### src/sv/unrt_pkg.sv
`timescale 1ns / 1ps
package unrt_pkg;

  localparam int SLOTS_DEF      = 16;
  localparam int NAME_CHARS_DEF = 16;
  localparam int BASE_CHARS_DEF = 8;
  localparam int QUEUE_DEPTH    = 2;
  localparam int SFX_DIGITS     = 3;

  localparam logic [1:0] CMD_REGISTER = 2'd0;
  localparam logic [1:0] CMD_LOOKUP   = 2'd1;
  localparam logic [1:0] CMD_OWNER    = 2'd2;
  localparam logic [1:0] CMD_RELEASE  = 2'd3;

  localparam logic [1:0] ST_OK        = 2'd0;
  localparam logic [1:0] ST_EMPTY     = 2'd1;
  localparam logic [1:0] ST_FULL      = 2'd2;
  localparam logic [1:0] ST_NOT_FOUND = 2'd3;

  localparam logic [7:0] CHAR_ZERO = 8'h30;
  localparam logic [3:0] DEC_MAX   = 4'd9;

endpackage

### src/sv/unique_name_registry_table_core.sv
`timescale 1ns / 1ps
// Unique name registry table.
// Input channel (in_*): one item per transfer. Register (cmd 0) and lookup
// (cmd 1) send a name one byte per item; the item with in_name_last set runs
// the operation. Owner query (cmd 2) and release (cmd 3) run on any item.
// Result channel (out_*): one or more transfers per operation, out_last on
// the final one. A successful register or owner query streams the name one
// byte per transfer; every other result is a single transfer.
// The front accepts one item per cycle while the two-entry operation queue
// has room. The back runs one operation at a time, reading and then
// comparing each slot visited in the table scan. Register first scans for
// a free slot, then builds a candidate and scans the table for each tried
// suffix, up to SLOTS+1 suffixes, and then streams the name one byte per
// transfer.
// Reset clears every valid mark, the partial name's length and the queue.
// A stalled receiver holds the output register; the back waits on it and,
// once the queue fills, in_ready drops.
module unique_name_registry_table_core import unrt_pkg::*; #(
  parameter int SLOTS = SLOTS_DEF,
  parameter int NAME_CHARS = NAME_CHARS_DEF,
  parameter int BASE_CHARS = BASE_CHARS_DEF
) (
  input  logic        clk,
  input  logic        rst_n,
  input  logic        in_valid,
  output logic        in_ready,
  input  logic [1:0]  in_cmd,
  input  logic [7:0]  in_name_char,
  input  logic        in_name_last,
  input  logic [31:0] in_owner_id,
  output logic        out_valid,
  input  logic        out_ready,
  output logic [1:0]  out_status,
  output logic [31:0] out_found_id,
  output logic [7:0]  out_char,
  output logic        out_last
);

  localparam int LEN_W = $clog2(NAME_CHARS);
  localparam int OP_W = 2 + LEN_W + 32 + (NAME_CHARS - 1) * 8;

  logic            q_full, q_push, q_valid, q_pop;
  logic [OP_W-1:0] q_wdata, q_rdata;

  unrt_front #(.NAME_CHARS(NAME_CHARS)) u_front (
    .clk, .rst_n, .in_valid, .in_ready, .in_cmd, .in_name_char, .in_name_last,
    .in_owner_id, .q_full, .q_push, .q_data(q_wdata)
  );

  unrt_queue #(.W(OP_W)) u_queue (
    .clk, .rst_n, .push(q_push), .wdata(q_wdata), .full(q_full),
    .pop(q_pop), .rvalid(q_valid), .rdata(q_rdata)
  );

  unrt_back #(.SLOTS(SLOTS), .NAME_CHARS(NAME_CHARS), .BASE_CHARS(BASE_CHARS)) u_back (
    .clk, .rst_n, .q_valid, .q_data(q_rdata), .q_pop, .out_valid, .out_ready,
    .out_status, .out_found_id, .out_char, .out_last
  );

endmodule

### src/sv/unrt_front.sv
`timescale 1ns / 1ps
module unrt_front import unrt_pkg::*; #(
  parameter int NAME_CHARS = NAME_CHARS_DEF,
  localparam int NAME_LIMIT = NAME_CHARS - 1,
  localparam int NAME_W = NAME_LIMIT * 8,
  localparam int LEN_W = $clog2(NAME_CHARS),
  localparam int OP_W = 2 + LEN_W + 32 + NAME_W
) (
  input  logic            clk,
  input  logic            rst_n,
  input  logic            in_valid,
  output logic            in_ready,
  input  logic [1:0]      in_cmd,
  input  logic [7:0]      in_name_char,
  input  logic            in_name_last,
  input  logic [31:0]     in_owner_id,
  input  logic            q_full,
  output logic            q_push,
  output logic [OP_W-1:0] q_data
);

  logic [NAME_W-1:0] name_r, name_nxt;
  logic [LEN_W-1:0]  len_r, len_nxt;
  logic              end_r, end_nxt;
  logic              xfer;
  logic              is_name;

  assign in_ready = !q_full;
  assign xfer     = in_valid && in_ready;
  assign is_name  = (in_cmd == CMD_REGISTER) || (in_cmd == CMD_LOOKUP);

  always_comb begin
    name_nxt = name_r;
    len_nxt  = len_r;
    end_nxt  = end_r;
    if (!end_r) begin
      if (in_name_char == 8'h00) begin
        end_nxt = 1'b1;
      end else if (int'(len_r) < NAME_LIMIT) begin
        for (int i = 0; i < NAME_LIMIT; i++) begin
          if (int'(len_r) == i) name_nxt[i*8 +: 8] = in_name_char;
        end
        len_nxt = len_r + LEN_W'(1);
      end
    end
  end

  assign q_push = xfer && (!is_name || in_name_last);
  assign q_data = {in_cmd, len_nxt, in_owner_id, name_nxt};

  always_ff @(posedge clk) begin
    if (!rst_n) begin
      len_r <= '0;
      end_r <= 1'b0;
    end else if (xfer && is_name) begin
      name_r <= name_nxt;
      if (in_name_last) begin
        len_r <= '0;
        end_r <= 1'b0;
      end else begin
        len_r <= len_nxt;
        end_r <= end_nxt;
      end
    end
  end

endmodule

### src/sv/unrt_queue.sv
`timescale 1ns / 1ps
module unrt_queue import unrt_pkg::*; #(
  parameter int W = 8,
  localparam int PTR_W = (QUEUE_DEPTH > 1) ? $clog2(QUEUE_DEPTH) : 1,
  localparam int CNT_W = $clog2(QUEUE_DEPTH + 1)
) (
  input  logic         clk,
  input  logic         rst_n,
  input  logic         push,
  input  logic [W-1:0] wdata,
  output logic         full,
  input  logic         pop,
  output logic         rvalid,
  output logic [W-1:0] rdata
);

  logic [W-1:0]     slot_r [QUEUE_DEPTH];
  logic [PTR_W-1:0] wr_r, rd_r;
  logic [CNT_W-1:0] cnt_r;

  assign full   = (cnt_r == CNT_W'(QUEUE_DEPTH));
  assign rvalid = (cnt_r != '0);
  assign rdata  = slot_r[rd_r];

  always_ff @(posedge clk) begin
    if (push) slot_r[wr_r] <= wdata;
  end

  always_ff @(posedge clk) begin
    if (!rst_n) begin
      wr_r  <= '0;
      rd_r  <= '0;
      cnt_r <= '0;
    end else begin
      if (push) wr_r <= (int'(wr_r) == QUEUE_DEPTH - 1) ? '0 : wr_r + PTR_W'(1);
      if (pop)  rd_r <= (int'(rd_r) == QUEUE_DEPTH - 1) ? '0 : rd_r + PTR_W'(1);
      if (push && !pop)      cnt_r <= cnt_r + CNT_W'(1);
      else if (pop && !push) cnt_r <= cnt_r - CNT_W'(1);
    end
  end

endmodule

### src/sv/unrt_back.sv
`timescale 1ns / 1ps
module unrt_back import unrt_pkg::*; #(
  parameter int SLOTS = SLOTS_DEF,
  parameter int NAME_CHARS = NAME_CHARS_DEF,
  parameter int BASE_CHARS = BASE_CHARS_DEF,
  localparam int NAME_LIMIT = NAME_CHARS - 1,
  localparam int NAME_W = NAME_LIMIT * 8,
  localparam int LEN_W = $clog2(NAME_CHARS),
  localparam int OP_W = 2 + LEN_W + 32 + NAME_W
) (
  input  logic            clk,
  input  logic            rst_n,
  input  logic            q_valid,
  input  logic [OP_W-1:0] q_data,
  output logic            q_pop,
  output logic            out_valid,
  input  logic            out_ready,
  output logic [1:0]      out_status,
  output logic [31:0]     out_found_id,
  output logic [7:0]      out_char,
  output logic            out_last
);

  localparam int SLOT_W = (SLOTS > 1) ? $clog2(SLOTS) : 1;
  localparam int SCNT_W = $clog2(SLOTS + 1);
  localparam int ROW_W = 32 + LEN_W + NAME_W;
  localparam int BASE_LIMIT = BASE_CHARS - 1;

  typedef enum logic [2:0] {
    S_IDLE, S_FREE, S_BUILD, S_READ, S_CMP, S_WRITE, S_STREAM, S_REPLY
  } state_t;

  state_t            state_r;
  logic [1:0]        cmd_r;
  logic [LEN_W-1:0]  len_r;
  logic [31:0]       id_r;
  logic [NAME_W-1:0] name_r;
  logic [SCNT_W-1:0] scan_r;
  logic [SLOT_W-1:0] free_r;
  logic [3:0]        bcd_r [SFX_DIGITS];
  logic [SCNT_W-1:0] try_r;
  logic [NAME_W-1:0] cand_r, cand_nxt;
  logic [LEN_W-1:0]  clen_r, clen_nxt;
  logic [LEN_W-1:0]  idx_r;
  logic [SLOTS-1:0]  valid_r;
  logic [1:0]        rep_status_r;
  logic [31:0]       rep_id_r;
  logic [ROW_W-1:0]  mem [SLOTS];
  logic [ROW_W-1:0]  rdata_r;
  logic              out_valid_r, out_last_r;
  logic [1:0]        out_status_r;
  logic [31:0]       out_id_r;
  logic [7:0]        out_char_r;

  logic [1:0]        q_cmd;
  logic [LEN_W-1:0]  q_len, q_blen;
  logic [31:0]       q_id;
  logic [NAME_W-1:0] q_name;
  logic [SLOT_W-1:0] sidx;
  logic              last_slot;
  logic [31:0]       row_owner;
  logic [LEN_W-1:0]  row_len;
  logic [NAME_W-1:0] row_name;
  logic              name_eq, hit, can_load, mem_we;
  logic [1:0]        nd;
  logic [3:0]        sfx [SFX_DIGITS];

  assign q_cmd  = q_data[OP_W-1 -: 2];
  assign q_len  = q_data[NAME_W+32 +: LEN_W];
  assign q_id   = q_data[NAME_W +: 32];
  assign q_name = q_data[NAME_W-1:0];
  assign q_blen = (int'(q_len) < BASE_LIMIT) ? q_len : LEN_W'(BASE_LIMIT);

  assign sidx      = scan_r[SLOT_W-1:0];
  assign last_slot = (sidx == SLOT_W'(SLOTS - 1));
  assign row_owner = rdata_r[ROW_W-1 -: 32];
  assign row_len   = rdata_r[NAME_W +: LEN_W];
  assign row_name  = rdata_r[NAME_W-1:0];
  assign q_pop     = (state_r == S_IDLE) && q_valid;
  assign can_load  = !out_valid_r || out_ready;
  assign mem_we    = (state_r == S_WRITE);

  always_comb begin
    nd = 2'd1;
    if (bcd_r[2] != 4'd0)      nd = 2'd3;
    else if (bcd_r[1] != 4'd0) nd = 2'd2;
    sfx[0] = bcd_r[0];
    sfx[1] = 4'd0;
    sfx[2] = 4'd0;
    unique case (nd)
      2'd3: begin
        sfx[0] = bcd_r[2];
        sfx[1] = bcd_r[1];
        sfx[2] = bcd_r[0];
      end
      2'd2: begin
        sfx[0] = bcd_r[1];
        sfx[1] = bcd_r[0];
      end
      default: sfx[0] = bcd_r[0];
    endcase
    for (int i = 0; i < NAME_LIMIT; i++) begin
      if (i < int'(len_r)) begin
        cand_nxt[i*8 +: 8] = name_r[i*8 +: 8];
      end else if (i - int'(len_r) < int'(nd)) begin
        cand_nxt[i*8 +: 8] = CHAR_ZERO + {4'd0, sfx[2'(i - int'(len_r))]};
      end else begin
        cand_nxt[i*8 +: 8] = 8'h00;
      end
    end
    if (int'(len_r) + int'(nd) < NAME_LIMIT) clen_nxt = LEN_W'(int'(len_r) + int'(nd));
    else clen_nxt = LEN_W'(NAME_LIMIT);
  end

  always_comb begin
    name_eq = (row_len == clen_r);
    for (int i = 0; i < NAME_LIMIT; i++) begin
      if (i < int'(clen_r) && row_name[i*8 +: 8] != cand_r[i*8 +: 8]) name_eq = 1'b0;
    end
    if (cmd_r == CMD_OWNER || cmd_r == CMD_RELEASE) hit = valid_r[sidx] && (row_owner == id_r);
    else hit = valid_r[sidx] && name_eq;
  end

  always_ff @(posedge clk) begin
    if (mem_we) mem[free_r] <= {id_r, clen_r, cand_r};
    rdata_r <= mem[sidx];
  end

  always_ff @(posedge clk) begin
    if (!rst_n) begin
      state_r     <= S_IDLE;
      valid_r     <= '0;
      out_valid_r <= 1'b0;
    end else begin
      if (out_ready && !(can_load && (state_r == S_STREAM || state_r == S_REPLY)))
        out_valid_r <= 1'b0;
      unique case (state_r)
        S_IDLE: begin
          if (q_valid) begin
            cmd_r  <= q_cmd;
            id_r   <= q_id;
            name_r <= q_name;
            scan_r <= '0;
            len_r  <= (q_cmd == CMD_REGISTER) ? q_blen : q_len;
            cand_r <= q_name;
            clen_r <= q_len;
            if (q_cmd == CMD_REGISTER) begin
              if (q_blen == '0) begin
                rep_status_r <= ST_EMPTY;
                rep_id_r     <= '0;
                state_r      <= S_REPLY;
              end else begin
                state_r <= S_FREE;
              end
            end else begin
              state_r <= S_READ;
            end
          end
        end
        S_FREE: begin
          if (scan_r == SCNT_W'(SLOTS)) begin
            rep_status_r <= ST_FULL;
            rep_id_r     <= '0;
            state_r      <= S_REPLY;
          end else if (!valid_r[sidx]) begin
            free_r <= sidx;
            for (int d = 0; d < SFX_DIGITS; d++) bcd_r[d] <= 4'd0;
            try_r   <= '0;
            state_r <= S_BUILD;
          end else begin
            scan_r <= scan_r + SCNT_W'(1);
          end
        end
        S_BUILD: begin
          cand_r  <= cand_nxt;
          clen_r  <= clen_nxt;
          scan_r  <= '0;
          state_r <= S_READ;
        end
        S_READ: state_r <= S_CMP;
        S_CMP: begin
          state_r <= S_READ;
          scan_r  <= scan_r + SCNT_W'(1);
          unique case (cmd_r)
            CMD_REGISTER: begin
              if (hit) begin
                if (try_r == SCNT_W'(SLOTS)) begin
                  rep_status_r <= ST_FULL;
                  rep_id_r     <= '0;
                  state_r      <= S_REPLY;
                end else begin
                  try_r    <= try_r + SCNT_W'(1);
                  bcd_r[0] <= (bcd_r[0] == DEC_MAX) ? 4'd0 : bcd_r[0] + 4'd1;
                  if (bcd_r[0] == DEC_MAX) begin
                    bcd_r[1] <= (bcd_r[1] == DEC_MAX) ? 4'd0 : bcd_r[1] + 4'd1;
                    if (bcd_r[1] == DEC_MAX) bcd_r[2] <= bcd_r[2] + 4'd1;
                  end
                  state_r <= S_BUILD;
                end
              end else if (last_slot) begin
                state_r <= S_WRITE;
              end
            end
            CMD_LOOKUP: begin
              if (hit) begin
                rep_status_r <= ST_OK;
                rep_id_r     <= row_owner;
                state_r      <= S_REPLY;
              end else if (last_slot) begin
                rep_status_r <= ST_NOT_FOUND;
                rep_id_r     <= '0;
                state_r      <= S_REPLY;
              end
            end
            CMD_OWNER: begin
              if (hit) begin
                cand_r  <= row_name;
                clen_r  <= row_len;
                idx_r   <= '0;
                state_r <= S_STREAM;
              end else if (last_slot) begin
                rep_status_r <= ST_NOT_FOUND;
                rep_id_r     <= '0;
                state_r      <= S_REPLY;
              end
            end
            default: begin
              if (hit) valid_r[sidx] <= 1'b0;
              if (last_slot) begin
                rep_status_r <= ST_OK;
                rep_id_r     <= '0;
                state_r      <= S_REPLY;
              end
            end
          endcase
        end
        S_WRITE: begin
          valid_r[free_r] <= 1'b1;
          idx_r           <= '0;
          state_r         <= S_STREAM;
        end
        S_STREAM: begin
          if (can_load) begin
            out_valid_r  <= 1'b1;
            out_status_r <= ST_OK;
            out_id_r     <= '0;
            out_last_r   <= (idx_r == clen_r - LEN_W'(1));
            for (int i = 0; i < NAME_LIMIT; i++) begin
              if (int'(idx_r) == i) out_char_r <= cand_r[i*8 +: 8];
            end
            idx_r <= idx_r + LEN_W'(1);
            if (idx_r == clen_r - LEN_W'(1)) state_r <= S_IDLE;
          end
        end
        S_REPLY: begin
          if (can_load) begin
            out_valid_r  <= 1'b1;
            out_status_r <= rep_status_r;
            out_id_r     <= rep_id_r;
            out_char_r   <= 8'h00;
            out_last_r   <= 1'b1;
            state_r      <= S_IDLE;
          end
        end
        default: state_r <= S_IDLE;
      endcase
    end
  end

  assign out_valid    = out_valid_r;
  assign out_status   = out_status_r;
  assign out_found_id = out_id_r;
  assign out_char     = out_char_r;
  assign out_last     = out_last_r;

endmodule

### config.mk
export PLATFORM = sky130hd
export DESIGN_NAME = unique_name_registry_table_core
export DESIGN_NICKNAME = d
export VERILOG_FILES = /design/src/sv/unrt_pkg.sv /design/src/sv/unique_name_registry_table_core.sv /design/src/sv/unrt_front.sv /design/src/sv/unrt_queue.sv /design/src/sv/unrt_back.sv
export SDC_FILE = /design/constraint.sdc
export NUM_CORES = 2
export LEC_CHECK = 0
export BUFFER_PORTS_ARGS = -buffer_cell sky130_fd_sc_hd__buf_2
export CAP_MARGIN = 0
export CORE_ASPECT_RATIO = 1.2
export CORE_MARGIN = 2
export CORE_UTILIZATION = 42
export DETAILED_ROUTE_END_ITERATION = 12
export PLACE_DENSITY = 0.54
export SYNTH_ARGS = -nofsm -noshare
export SYNTH_HDL_FRONTEND = slang
export SYNTH_SLANG_ARGS = --single-unit
### constraint.sdc
create_clock -name clk -period 35.9 [get_ports clk]
set_input_delay 3.59 -clock clk [delete_from_list [all_inputs] [get_ports clk]]
set_output_delay 3.59 -clock clk [all_outputs]
set_load 0.01 [all_outputs]
==> results.ini <==
[run_status]
status = finished clean

[worst_setup_path]
cp.arrival_ns = 6.65
cp_slowest_cell = buf_4
crit-reg2reg-launch = u_back.cand_r[93]
critPathKind = in -> reg
endpoint_kind = register
path_cells = buf_2 > nor2_1 > nor2_1 > and2_4 > buf_4 > buf_4
worst-path-max-fanout = 70
critPathLaunch = in_name_last
critPathLaunchType = primary input
slowest_delay_ns = 0.89
required_ns = 36.39

[routing]
dr.max_layer_used = met5
num_vias = 66700
met3_length_um = 23300
ant_nets = 0
drc_errors = 0
wl_per_cell_um = 32.1
drt_iter0_drc = 7522
wirelength_um = 363000
vias_per_cell = 5.90
m1WireLength_um = 151000
wl_met2_um = 178000
drt-pass1-iter-count = 8

[placed_design]
hpwlAfterDp_um = 206000
place_congestion = 0.924
dpl-instance-area_um2 = 141000
portBuffers = 91
dp.cells = 10700
place_ws_ns = 28.84

[sta]
timing.hold.ws_ns = 0.515
max_slew_margin_pct = 17.8
maxSlewViolCount = 0
worst_slew_pin_slew_ns = 1.23
setup_viol = 0
fin_skew_ns = 0.0703
clock.fmax_ghz = 0.162
layout_min_cycle_time_ns = 6.16
grt_setup_unrepaired = no
finalCritPeriodShare_pct = 17.1
tns_ns = 0
setup_ws_ns = 29.74
finalHoldViolations = 0

[floorplan]
start_util_pct = 42.2
pin_count = 92
fp-row-count = 228
coreArea_um2 = 321000
fp.dieW_um = 522
chipHeight_um = 626
dieArea_um2 = 327000

[synth]
seq_area_frac_synth_pct = 76.4
synthTopCellsByArea = edfxtp_1 74%, mux4_2 13%, dfxtp_1 2.8%
synth_nets = 6577
ys_ff_latch = 3507
synth-edff-count = 3321
yosys.area.top_type = edfxtp_1
ys.flop_type = edfxtp_1
synthCells = 6479
netlist_area_um2 = 135000
avgSynthCellArea_um2 = 20.9
synth_common_cells = 3,321 x edfxtp_1, 785 x mux4_2, 275 x mux2_2, 247 x clkbuf_1, 240 x nand2_1
async_flop_share_pct = 0
yosysMostFrequentCell = edfxtp_1
ys_warn_count = 0
synth_top_area_share_pct = 73.7
synth_cell_types = 74

[layout]
fill_cells = 26300
nets = 6852
final_cells = 11300
drive_above_1_share_pct = 26.7
design_area_um2 = 153000
fin_util_pct = 47.7
syn_to_final_growth_pct = 13.1

[hold_path]
hold_start = u_back.name_r[61]
hold_path.class = reg -> reg

[clock_tree]
cts_buffers = 355
cts_resized = 0
cts_tree = yes
cts_root_buffer = clkbuf_16
hold_buffers = 0
clk_pin_slew_ns = 0.06
cts.path.max_buffers = 4
post_cts_buffers = 0
cts.sinks = 3507
clk_latency_ns = 0.90
htreeDepth = 5

[power_and_ir_drop]
switching_share_pct = 28.8
p_switching_mw = 3.34
intPower_mw = 8.27
leakage_nw = 46.8
ir_worst_vdd_mv = 0.0781
finalPower_mw = 11.6
p_per_area_nw_per_um2 = 75.9
pwr-share-seq_pct = 49.3
clkPwrFrac_pct = 32.1
combPwrFrac_pct = 18.6

[global_route]
grt_pass1_vias = 67700
grt_pass1_wl_um = 514000
antenna_found_initial = 30
gr-total-overflow = 0
grt_max_degree = 148
gr-usage-all-layers_pct = 22.0

[run]
drv_cap = 0

## path summary, 6_finish.rpt
check	to	slack [ns]	cells after the start
worst min-delay path	u_back.cand_r[61]	0.51	2
worst min register to register	u_back.cand_r[61]	0.51	2
worst max-delay path	u_queue.slot_r[1][94]	29.74	6
worst max register to register	u_back.bcd_r[0][10]	30.49	9
## cell usage in the layout (no fill, tap or decap), types with 63 or more instances in the layout
cell and n:
buf_4 147, edfxtp_1 3321, nand2_1 240, nor2_1 133, clkbuf_16 362, dfxtp_1 185, mux2_2 275, nand3_1 63
o21ai_0 120, xnor2_1 134, mux4_2 785, a22oi_1 74, a21oi_1 122, buf_2 91, clkbuf_1 85
## sequential cells by signal (all words and copies together) (netlist names), 5 cells and up, named ones only
register,flops
u_back.rep_id_r,32
u_back.bcd_r,12
u_back.try_r,5
u_back.mem,2496
u_back.cand_r,120
u_back.out_found_id,32
u_back.name_r,120
u_back.scan_r,5
u_back.rdata_r,156
u_front.name_r,120
u_back.id_r,32
u_back.out_char,8
u_back.valid_r,16
u_queue.slot_r,316
## per-layer routing
layer	vias up	global-route usage, %
met4	16	6.46
met1	36200	30.4
met2	2479	36.2
met3	563	3.41
li1	27400	-
met5	-	0
## area by class of cell
type	instances	area, µm²	share of cell area, %
inverters	54	203	0.132
repair buffers	248	1760	1.15
clock inverters	165	1800	1.18
well taps	4255	5320	3.48
clock buffers	486	9910	6.48
multi-input cells	2588	30600	20.0
flip-flops and latches	3507	103000	67.6
diodes	7	17.5	0.0114
## power by group through the flow
stage,Clock [mW],Sequential [mW],Combinational (mW)
floorplan,0,5.48,1.55
global placement,0,5.78,2.18
detailed placement,0,5.81,2.19
CTS,3.80,5.72,2.20
global route,3.97,5.76,2.31
finish,3.73,5.72,2.16
## kinds of logic after synthesis
kind of cell	synth area share, %
simple gates	2.39
mux	15.4
fa+ha+maj	0.490
xor+xnor	1.16
flops	76.4
compound gates	3.05
buf+inv	1.08
## critical path, delay by kind of cell
kind	cells	cell delay [ns]
AND/OR/NAND/NOR	3	1.05
buffers and inverters	3	1.82
Power figures use the tool's default switching activity.
